$ cat config.mk
export PLATFORM = sky130hd
export DESIGN_NAME = i2c_bus_master_unit
export DESIGN_NICKNAME = d
export VERILOG_FILES = /design/src/rtl/i2cm_pkg.sv /design/src/rtl/i2cm_core.sv /design/src/rtl/i2c_bus_master_unit.sv
export SDC_FILE = /design/constraint.sdc
export NUM_CORES = 1
export LEC_CHECK = 0
export ABC_CLOCK_PERIOD_IN_PS = 5690
export BUFFER_PORTS_ARGS = -buffer_cell sky130_fd_sc_hd__clkbuf_2
export CELL_PAD_IN_SITES_DETAIL_PLACEMENT = 0
export CELL_PAD_IN_SITES_GLOBAL_PLACEMENT = 1
export CORE_UTILIZATION = 47
export DETAILED_ROUTE_END_ITERATION = 10
export GPL_ROUTABILITY_DRIVEN = 0
export PLACE_DENSITY_LB_ADDON = 0.1
export REMOVE_ABC_BUFFERS = 1
export SYNTH_ARGS = -nofsm -noshare
export SYNTH_HDL_FRONTEND = slang
export SYNTH_SLANG_ARGS = --single-unit
$ cat constraint.sdc
create_clock -name clk -period 5.69 [get_ports clk]
set_input_delay 0.8535 -clock clk [delete_from_list [all_inputs] [get_ports clk]]
set_output_delay 0.8535 -clock clk [all_outputs]
set_load 0.01 [all_outputs]
$ cat src/rtl/i2cm_pkg.sv
`timescale 1ns / 1ps
// ----------------------------------------------------------------------------
// i2cm_pkg
// Shared codes, reset values and the per-tick result record of the I2C
// bus master sequencer.
// ----------------------------------------------------------------------------
package i2cm_pkg;

	// command codes carried with each tick; other codes act as a bare tick
	localparam logic [2:0] ACT_TICK      = 3'd0;
	localparam logic [2:0] ACT_START     = 3'd1;
	localparam logic [2:0] ACT_STOP      = 3'd2;
	localparam logic [2:0] ACT_WRITE     = 3'd3;
	localparam logic [2:0] ACT_CHECK_ACK = 3'd4;
	localparam logic [2:0] ACT_READ      = 3'd5;

	// configuration register indexes
	localparam logic CFG_HALF_PERIOD = 1'b0;
	localparam logic CFG_ACK_TIMEOUT = 1'b1;

	// register reset values
	localparam logic [7:0] HALF_PERIOD_RESET = 8'd5;
	localparam logic [7:0] ACK_TIMEOUT_RESET = 8'd250;

	// bits per bus byte
	localparam logic [3:0] BYTE_BITS = 4'd8;

	// one result item, after the tick's update
	typedef struct packed {
		logic       rejected;
		logic       ack_error;
		logic [7:0] read_byte;
		logic       done;
		logic       busy;
		logic       sda_enable;
		logic       sda_out;
		logic       scl_level;
	} result_t;

endpackage

$ cat src/rtl/i2cm_core.sv
`timescale 1ns / 1ps
// ----------------------------------------------------------------------------
// i2cm_core
// Bus step sequencer: holds phase, counters and pin registers, and advances
// them by one tick for every item handed in with step high.
// ----------------------------------------------------------------------------
module i2cm_core (
	input  logic               clk,
	input  logic               arst_n,
	input  logic               cfg_we,
	input  logic               cfg_index,
	input  logic [7:0]         cfg_data,
	input  logic               step,
	input  logic [2:0]         action,
	input  logic [7:0]         data_byte,
	input  logic               ack_after_read,
	input  logic               sda_level,
	output i2cm_pkg::result_t  res
);

	typedef enum logic [3:0] {
		PH_IDLE, PH_ST_A, PH_ST_B, PH_SP_A, PH_SP_B, PH_WR_A, PH_WR_B, PH_WR_C,
		PH_AK_A, PH_AK_B, PH_AK_P, PH_RD_A, PH_RD_B, PH_RA_A, PH_RA_B
	} phase_t;

	logic [7:0] half_period_q, ack_timeout_q;

	phase_t     ph_q, ph_n, tgt;
	logic [3:0] bc_q, bc_n;
	logic [7:0] shift_q, shift_n;
	logic [7:0] delay_q, delay_n;
	logic [7:0] poll_q, poll_n;
	logic       ackc_q, ackc_n;
	logic       scl_q, scl_n;
	logic       sda_q, sda_n;
	logic       sden_q, sden_n;
	logic       err_q, err_n;
	logic [7:0] hold_q, hold_n;

	logic       is_cmd, fin, rej, do_enter, do_poll;
	logic [7:0] step_delay;

	assign is_cmd = (action >= i2cm_pkg::ACT_START) && (action <= i2cm_pkg::ACT_READ);
	// a zero half period acts as one tick
	assign step_delay = (half_period_q == 8'd0) ? 8'd0 : half_period_q - 8'd1;

	// configuration registers
	always_ff @(posedge clk or negedge arst_n) begin
		if (!arst_n) begin
			half_period_q <= i2cm_pkg::HALF_PERIOD_RESET;
			ack_timeout_q <= i2cm_pkg::ACK_TIMEOUT_RESET;
		end else if (cfg_we) begin
			if (cfg_index == i2cm_pkg::CFG_HALF_PERIOD) half_period_q <= cfg_data;
			else ack_timeout_q <= cfg_data;
		end
	end

	// next state for one tick
	always_comb begin
		ph_n     = ph_q;
		bc_n     = bc_q;
		shift_n  = shift_q;
		delay_n  = delay_q;
		poll_n   = poll_q;
		ackc_n   = ackc_q;
		scl_n    = scl_q;
		sda_n    = sda_q;
		sden_n   = sden_q;
		err_n    = err_q;
		hold_n   = hold_q;
		fin      = 1'b0;
		rej      = 1'b0;
		do_enter = 1'b0;
		do_poll  = 1'b0;
		tgt      = PH_IDLE;

		if (ph_q != PH_IDLE) begin
			if (is_cmd) rej = 1'b1;
			if (ph_q == PH_AK_P) begin
				do_poll = 1'b1;
			end else if (delay_q != 8'd0) begin
				delay_n = delay_q - 8'd1;
			end else begin
				case (ph_q)
					PH_ST_A: begin do_enter = 1'b1; tgt = PH_ST_B; end
					PH_ST_B: begin scl_n = 1'b0; fin = 1'b1; end
					PH_SP_A: begin do_enter = 1'b1; tgt = PH_SP_B; end
					PH_SP_B: fin = 1'b1;
					PH_WR_A: begin do_enter = 1'b1; tgt = PH_WR_B; end
					PH_WR_B: begin do_enter = 1'b1; tgt = PH_WR_C; end
					PH_WR_C: begin
						bc_n = bc_q + 4'd1;
						if (bc_n >= i2cm_pkg::BYTE_BITS) fin = 1'b1;
						else begin do_enter = 1'b1; tgt = PH_WR_A; end
					end
					PH_AK_A: begin do_enter = 1'b1; tgt = PH_AK_B; end
					PH_AK_B: begin poll_n = 8'd0; do_poll = 1'b1; end
					PH_RD_A: begin do_enter = 1'b1; tgt = PH_RD_B; end
					PH_RD_B: begin
						shift_n  = {shift_q[6:0], sda_level};
						bc_n     = bc_q + 4'd1;
						do_enter = 1'b1;
						tgt      = (bc_n >= i2cm_pkg::BYTE_BITS) ? PH_RA_A : PH_RD_A;
					end
					PH_RA_A: begin do_enter = 1'b1; tgt = PH_RA_B; end
					PH_RA_B: begin scl_n = 1'b0; hold_n = shift_q; fin = 1'b1; end
					default: fin = 1'b1;
				endcase
			end
		end else if (is_cmd) begin
			bc_n = 4'd0;
			do_enter = 1'b1;
			case (action)
				i2cm_pkg::ACT_START: tgt = PH_ST_A;
				i2cm_pkg::ACT_STOP:  tgt = PH_SP_A;
				i2cm_pkg::ACT_WRITE: begin shift_n = data_byte; tgt = PH_WR_A; end
				i2cm_pkg::ACT_CHECK_ACK: begin
					err_n  = 1'b0;
					poll_n = 8'd0;
					tgt    = PH_AK_A;
				end
				default: begin
					ackc_n  = ack_after_read;
					shift_n = 8'd0;
					tgt     = PH_RD_A;
				end
			endcase
		end

		// acknowledge poll: low SDA ends the check, too many highs abort with a stop
		if (do_poll) begin
			if (!sda_level) begin
				scl_n = 1'b0;
				fin   = 1'b1;
			end else begin
				poll_n = poll_n + 8'd1;
				if (poll_n >= ack_timeout_q) begin
					err_n    = 1'b1;
					do_enter = 1'b1;
					tgt      = PH_SP_A;
				end else begin
					ph_n    = PH_AK_P;
					delay_n = 8'd0;
				end
			end
		end

		if (fin) begin
			ph_n    = PH_IDLE;
			delay_n = 8'd0;
		end

		// enter a bus step: set its pins and load the step delay
		if (do_enter) begin
			ph_n    = tgt;
			delay_n = step_delay;
			case (tgt)
				PH_ST_A: begin sden_n = 1'b1; sda_n = 1'b1; scl_n = 1'b1; end
				PH_ST_B: sda_n = 1'b0;
				PH_SP_A: begin sden_n = 1'b1; sda_n = 1'b0; scl_n = 1'b1; end
				PH_SP_B: sda_n = 1'b1;
				PH_WR_A: begin
					sden_n  = 1'b1;
					scl_n   = 1'b0;
					sda_n   = shift_n[7];
					shift_n = {shift_n[6:0], 1'b0};
				end
				PH_WR_B: scl_n = 1'b1;
				PH_WR_C: scl_n = 1'b0;
				PH_AK_A: sden_n = 1'b0;
				PH_AK_B: scl_n = 1'b1;
				PH_RD_A: begin sden_n = 1'b0; scl_n = 1'b0; end
				PH_RD_B: scl_n = 1'b1;
				PH_RA_A: begin scl_n = 1'b0; sden_n = 1'b1; sda_n = ~ackc_n; end
				PH_RA_B: scl_n = 1'b1;
				default: delay_n = 8'd0;
			endcase
		end
	end

	// result of this tick, taken from the updated state
	always_comb begin
		res.scl_level  = scl_n;
		res.sda_out    = sden_n & sda_n;
		res.sda_enable = sden_n;
		res.busy       = (ph_n != PH_IDLE);
		res.done       = fin;
		res.read_byte  = hold_n;
		res.ack_error  = err_n;
		res.rejected   = rej;
	end

	// hold sequencer state
	always_ff @(posedge clk or negedge arst_n) begin
		if (!arst_n) begin
			ph_q    <= PH_IDLE;
			bc_q    <= 4'd0;
			shift_q <= 8'd0;
			delay_q <= 8'd0;
			poll_q  <= 8'd0;
			ackc_q  <= 1'b0;
			scl_q   <= 1'b1;
			sda_q   <= 1'b1;
			sden_q  <= 1'b1;
			err_q   <= 1'b0;
			hold_q  <= 8'd0;
		end else if (step) begin
			ph_q    <= ph_n;
			bc_q    <= bc_n;
			shift_q <= shift_n;
			delay_q <= delay_n;
			poll_q  <= poll_n;
			ackc_q  <= ackc_n;
			scl_q   <= scl_n;
			sda_q   <= sda_n;
			sden_q  <= sden_n;
			err_q   <= err_n;
			hold_q  <= hold_n;
		end
	end

endmodule

$ cat src/rtl/i2c_bus_master_unit.sv
`timescale 1ns / 1ps
// The result item for a tick is registered in the output register, or in the skid entry while that register is held.
// The unit takes one tick per clock cycle while the skid entry is empty.
// A two-entry output buffer keeps ticks flowing while one result waits downstream.
// Reset (arst_n low): sequencer idle, SCL and SDA driven high, registers at 5 and 250.
// ----------------------------------------------------------------------------
// i2c_bus_master_unit
// I2C master pin sequencer with a streaming tick input and result output.
// ----------------------------------------------------------------------------
module i2c_bus_master_unit (
	input  logic        clk,
	input  logic        arst_n,
	// configuration write port
	input  logic        cfg_we,
	input  logic        cfg_index,
	input  logic [7:0]  cfg_data,
	// tick items in
	input  logic        s_tvalid,
	output logic        s_tready,
	input  logic [15:0] s_tdata,  // data_byte[7:0], ack_after_read[8], sda_level[9], zero
	input  logic [2:0]  s_tuser,  // action[2:0]
	// result items out
	output logic        m_tvalid,
	input  logic        m_tready,
	// scl_level[0], sda_out[1], sda_enable[2], busy_res[3], done_res[4],
	// read_byte[12:5], ack_error[13], rejected[14], zero
	output logic [15:0] m_tdata
);

	i2cm_pkg::result_t res, out_s1, skid_q;
	logic              out_valid_s1, skid_valid_q;
	logic              accept, pop;

	assign s_tready = ~skid_valid_q;
	assign accept   = s_tvalid & s_tready;
	assign pop      = out_valid_s1 & m_tready;

	i2cm_core u_core (
		.clk            (clk),
		.arst_n         (arst_n),
		.cfg_we         (cfg_we),
		.cfg_index      (cfg_index),
		.cfg_data       (cfg_data),
		.step           (accept),
		.action         (s_tuser),
		.data_byte      (s_tdata[7:0]),
		.ack_after_read (s_tdata[8]),
		.sda_level      (s_tdata[9]),
		.res            (res)
	);

	// output register with skid entry behind it
	always_ff @(posedge clk or negedge arst_n) begin
		if (!arst_n) begin
			out_valid_s1 <= 1'b0;
			skid_valid_q <= 1'b0;
		end else if (pop || !out_valid_s1) begin
			if (skid_valid_q) begin
				out_valid_s1 <= 1'b1;
				skid_valid_q <= 1'b0;
			end else begin
				out_valid_s1 <= accept;
			end
		end else if (accept) begin
			skid_valid_q <= 1'b1;
		end
	end

	// payload of the two entries
	always_ff @(posedge clk) begin
		if (pop || !out_valid_s1) begin
			if (skid_valid_q) out_s1 <= skid_q;
			else if (accept) out_s1 <= res;
		end else if (accept) begin
			skid_q <= res;
		end
	end

	assign m_tvalid = out_valid_s1;
	assign m_tdata  = {1'b0, out_s1.rejected, out_s1.ack_error, out_s1.read_byte,
	                   out_s1.done, out_s1.busy, out_s1.sda_enable, out_s1.sda_out,
	                   out_s1.scl_level};

endmodule

==> results summary <==
The net switching fraction of the power is 0.3773. The leakage component of the power is 2.589 nW. The count of H-tree levels built during CTS is 3. The count of different cell masters after synthesis is 79.

The wire length per cell after detailed routing came out at 16.90 um. The top-area cell type share of the netlist area came out at 0.2421. The overflow left after global routing is 0. The synthesized design spends more area on one cell type than any other, namely sky130_fd_sc_hd__dfrtp_1. The number of clock buffers added by TritonCTS is 9.

The xor and xnor fraction of the mapped netlist area is 0.02608. The worst endpoint data arrival time is 5.27 ns. The final layout contains 619 nets. Walking the worst path, the cells encountered are or4_1 -> nor2_1 -> nand2_1 -> o21a_1 -> and2_1 -> ha_1 -> nand4_1 -> o21ai_0 -> a21oi_1 -> ha_1 -> and4_1 -> a221oi_1 -> a21boi_4 -> nor2b_1 -> and3_1 -> mux2i_1 -> o21ai_1. The worst register-to-register path has a depth of 17. By area the synthesized netlist is led by sky130_fd_sc_hd__dfrtp_1 (24%), sky130_fd_sc_hd__edfxtp_1 (17%), sky130_fd_sc_hd__mux2_2 (7.5%), sky130_fd_sc_hd__nand2_1 (5.7%), sky130_fd_sc_hd__dfstp_2 (5.4%).

The fraction of power consumed by the clock network is 0.237. In the post-synthesis netlist, the cell with the most instances is sky130_fd_sc_hd__nand2_1. STA classifies the critical path startpoint as a flop. The iteration count of the initial detailed-routing pass is 4. The share of the core filled with cells in the final layout is 0.5463. The maximum fanout encountered on the critical timing path came out at 10. The summed area of non-filler cells in the final layout came out at 0.006000 mm^2. The share of the cycle needed by the critical path after routing is 0.8905.

The power dissipated by switching net loads came out at 0.9193 mW. The number of hold violations in the final report is 0. Measured against the total synthesized area, the mux share comes to 0.09034. The clock transition at the registers of the reported paths is 0.07 ns. The gate count of the mapped netlist is 533. The vias per cell is 5.746.

The cell that appears most often on the critical path is sky130_fd_sc_hd__ha_1. The top achievable clock speed came out at 0.1974 GHz. For this run, asynchronously set or reset flops after synthesis account for 0.6774. The post-synthesis simple-gate area fraction is 0.1898. The largest net degree at the start of global routing came out at 64.

The footprint of the multi-input gates came out at 0.002685 mm^2. The filler cell count is 1008. The total setup violations reported at the end of the flow came out at 0. The synthesized design contains 93 register bits. The longest individual stage delay on the worst path came out at 0.67 ns. The number of buffers between clock root and the deepest sink came out at 2. The die covers 0.01187 mm^2. The iteration-0 DRC count of the detailed router is 276.

The core area is 0.01098 mm^2. The routed wire length came out at 12.12 mm. The area growth from synthesis to layout is 11.64%. The number of max-slew violations in the final report is 0. The number of routed nets with antenna violations came out at 0. After clock tree synthesis, the flow added hold-fix buffers numbering 0. The final critical-path required period came out at 5.067 ns.

For the worst setup path, the data required time is 5.90 ns. The port buffer count came out at 43. In this run the clock root is driven by a sky130_fd_sc_hd__clkbuf_16. The number of clock sinks seen by CTS is 93.

Buffers added to address setup during post-CTS repair amount to 0. The final HPWL from detailed placement came out at 8.552 mm. Setup repair after global routing left no endpoint under its margin. The mean post-synth cell area is 10.08 um^2.

The die height came out at 108.9 um. The worst hold path belongs to the class flop to flop. Adding up every negative setup slack in the final design gives 0 ns. TritonCTS built the clock tree. The run finished with clean final reports.

The critical path in this run is classified as flop to flop. In this run the power density over the cells is 406.2 mW/mm^2. For the worst-skew pair, the clock arrives at the later sink with an insertion delay of 0.34 ns. The share of total power in sequential cells is 0.393.

The starting density of the core is 0.4893. In the synthesized netlist, the cells that appear most often are sky130_fd_sc_hd__nand2_1 (81), sky130_fd_sc_hd__dfrtp_1 (52), sky130_fd_sc_hd__mux2_2 (36). The first-pass GRT wire length is 19.75 mm.

The total track usage is 0.2186. The row count came out at 38. Of the total synthesized cell area, the portion taken by full adders, half adders and majority gates is 0.03260. The total via count after detailed routing is 4120. The slowest cell on the critical path is sky130_fd_sc_hd__or4_1. In this run the horizontal extent of the chip is 108.9 um.

The final antenna diode count came out at 0. The post-detailed-placement cell area came out at 0.005717 mm^2. The mapped netlist covers 0.005374 mm^2. Post-CTS repair changed the size of 0 cells.

The power share of the combinational group is 0.369. Of the synthesized area, sequential elements account for 0.4636. The endpoint kind of the worst setup timing path is a flop. The compound-cell area share of the yosys netlist came to 0.1602.

The number of enable-type register cells in the synthesized netlist came out at 30. The number of antenna violations at the first check in global routing came out at 0. The number of synthesis warnings is 0. The number of global-route vias before repair came out at 4015.

The top-level I/O count came out at 51. In the routed design, unresolved DRC markers number 0. The headroom to the max-slew limit is 0.1591.

The layout cell share with drive strength beyond 1 came out at 0.2322. The transition time at the pin with the least slew margin came out at 1.251 ns. The power after layout is 2.437 mW.

The most used flip-flop cell after synthesis is sky130_fd_sc_hd__dfrtp_1. The worst ir drop on vdd is 0.2376 mV. The largest family of logic cells by synthesized area is simple AND/OR/NAND/NOR gates. The depth of the worst hold-timing path came out at 2. The final non-filler cell total came out at 717. Registers take 0.002491 mm^2. On the final layout, the worst clock skew is 0.006029 ns. The reported max-cap violation count is 0. The cell count after placement came out at 701. The internal power summed over all cells came out at 1.518 mW.
## sequential cells by signal (all words and copies together), names as in the netlist
name	cells
m_tdata	15
skid_q	15
u_core.ack_timeout_q	8
u_core.delay_q	8
u_core.half_period_q	8
u_core.hold_q	8
u_core.poll_q	8
u_core.shift_q	8
u_core.bc_q	4
u_core.ph_q	4
m_tvalid	1
skid_valid_q	1
u_core.ackc_q	1
u_core.err_q	1
u_core.scl_q	1
u_core.sda_q	1
u_core.sden_q	1
## cells by family (layout without fill, tap and decap cells)
kind of cell    count (synthesis)  after routing
flops                          93             93
xor+xnor                       16             16
fa+ha+maj                      14             14
mux                            44             44
buf+inv                        46             90
compound gates                124            124
simple gates                  195            195
other cells                     1              1
## layout make-up
class                      instances  share of cell area
clock inverter                     6            0.008968
tap                              140             0.02920
clock buffer                      10             0.03816
sequential                        93              0.4152
timing repair buffer              52             0.04713
multi-input combinational        394              0.4476
inverter                          22             0.01376
## cells in the final DEF, fill, tap and decap left out, types with 10 or more instances in the layout
cell type and count:
sky130_fd_sc_hd__nand2b_1 10, sky130_fd_sc_hd__dfstp_2 11, sky130_fd_sc_hd__nor3_1 10, sky130_fd_sc_hd__mux2_2 36, sky130_fd_sc_hd__clkbuf_2 43, sky130_fd_sc_hd__ha_1 14
sky130_fd_sc_hd__nand3_1 12, sky130_fd_sc_hd__edfxtp_1 30, sky130_fd_sc_hd__o21ai_0 26, sky130_fd_sc_hd__dfrtp_1 52, sky130_fd_sc_hd__nand2_1 81, sky130_fd_sc_hd__inv_1 21
sky130_fd_sc_hd__a21oi_1 25, sky130_fd_sc_hd__nor2_1 31
## final timing paths
check	from	end	slack, ns
min in group asynchronous	arst_n	u_core.shift_q[4]	0.69
hold reg to reg	u_core.hold_q[4]	u_core.hold_q[4]	0.47
setup / recovery	u_core.ph_q[0]	u_core.shift_q[5]	0.62
max in group asynchronous	arst_n	u_core.half_period_q[5]	4.45
hold / removal	u_core.hold_q[4]	u_core.hold_q[4]	0.47
setup reg to reg	u_core.ph_q[0]	u_core.shift_q[5]	0.62
## stage by stage
| step | hold WS [ns] | worst slack (ns) |
|---|---|---|
| 3_5_place_dp | 0.4567 | 0.2992 |
| 3_3_place_gp | 0.4519 | 0.4209 |
| 4_1_cts | 0.4738 | 0.6298 |
| 5_1_grt | 0.5007 | 0.1840 |
| 2_1_floorplan | 0.4401 | 1.159 |
| 6_report | 0.4730 | 0.6229 |
## worst max-delay path, delay by kind of cell, from the launching register on
family                   cells  cell delay, ns
flip-flops                   1            0.38
AND/OR/NAND/NOR              8            2.46
multiplexers                 1            0.25
adder cells (fa/ha/maj)      2            0.55
AO/OA/AOI/OAI                6            1.27
## per-layer routing
metal  GRT usage  vias to the layer above  part of all wire
li1            -                     2009                 -
met5           0                        -                 0
met3     0.03825                       23             0.040
met1      0.2701                     1997              0.44
met4     0.09266                        0             0.024
met2      0.3747                       91              0.49
## power groups by stage
stage	sequential, mW	combinational [mW]	clock [mW]
final	0.959	0.900	0.578
after floorplan	0.976	0.616	0
after detailed placement	0.973	0.895	0
after global routing	0.975	1.00	0.621
after global placement	0.967	0.879	0
after CTS	0.960	0.899	0.597
Note: power is estimated with default switching activity, not from simulation.
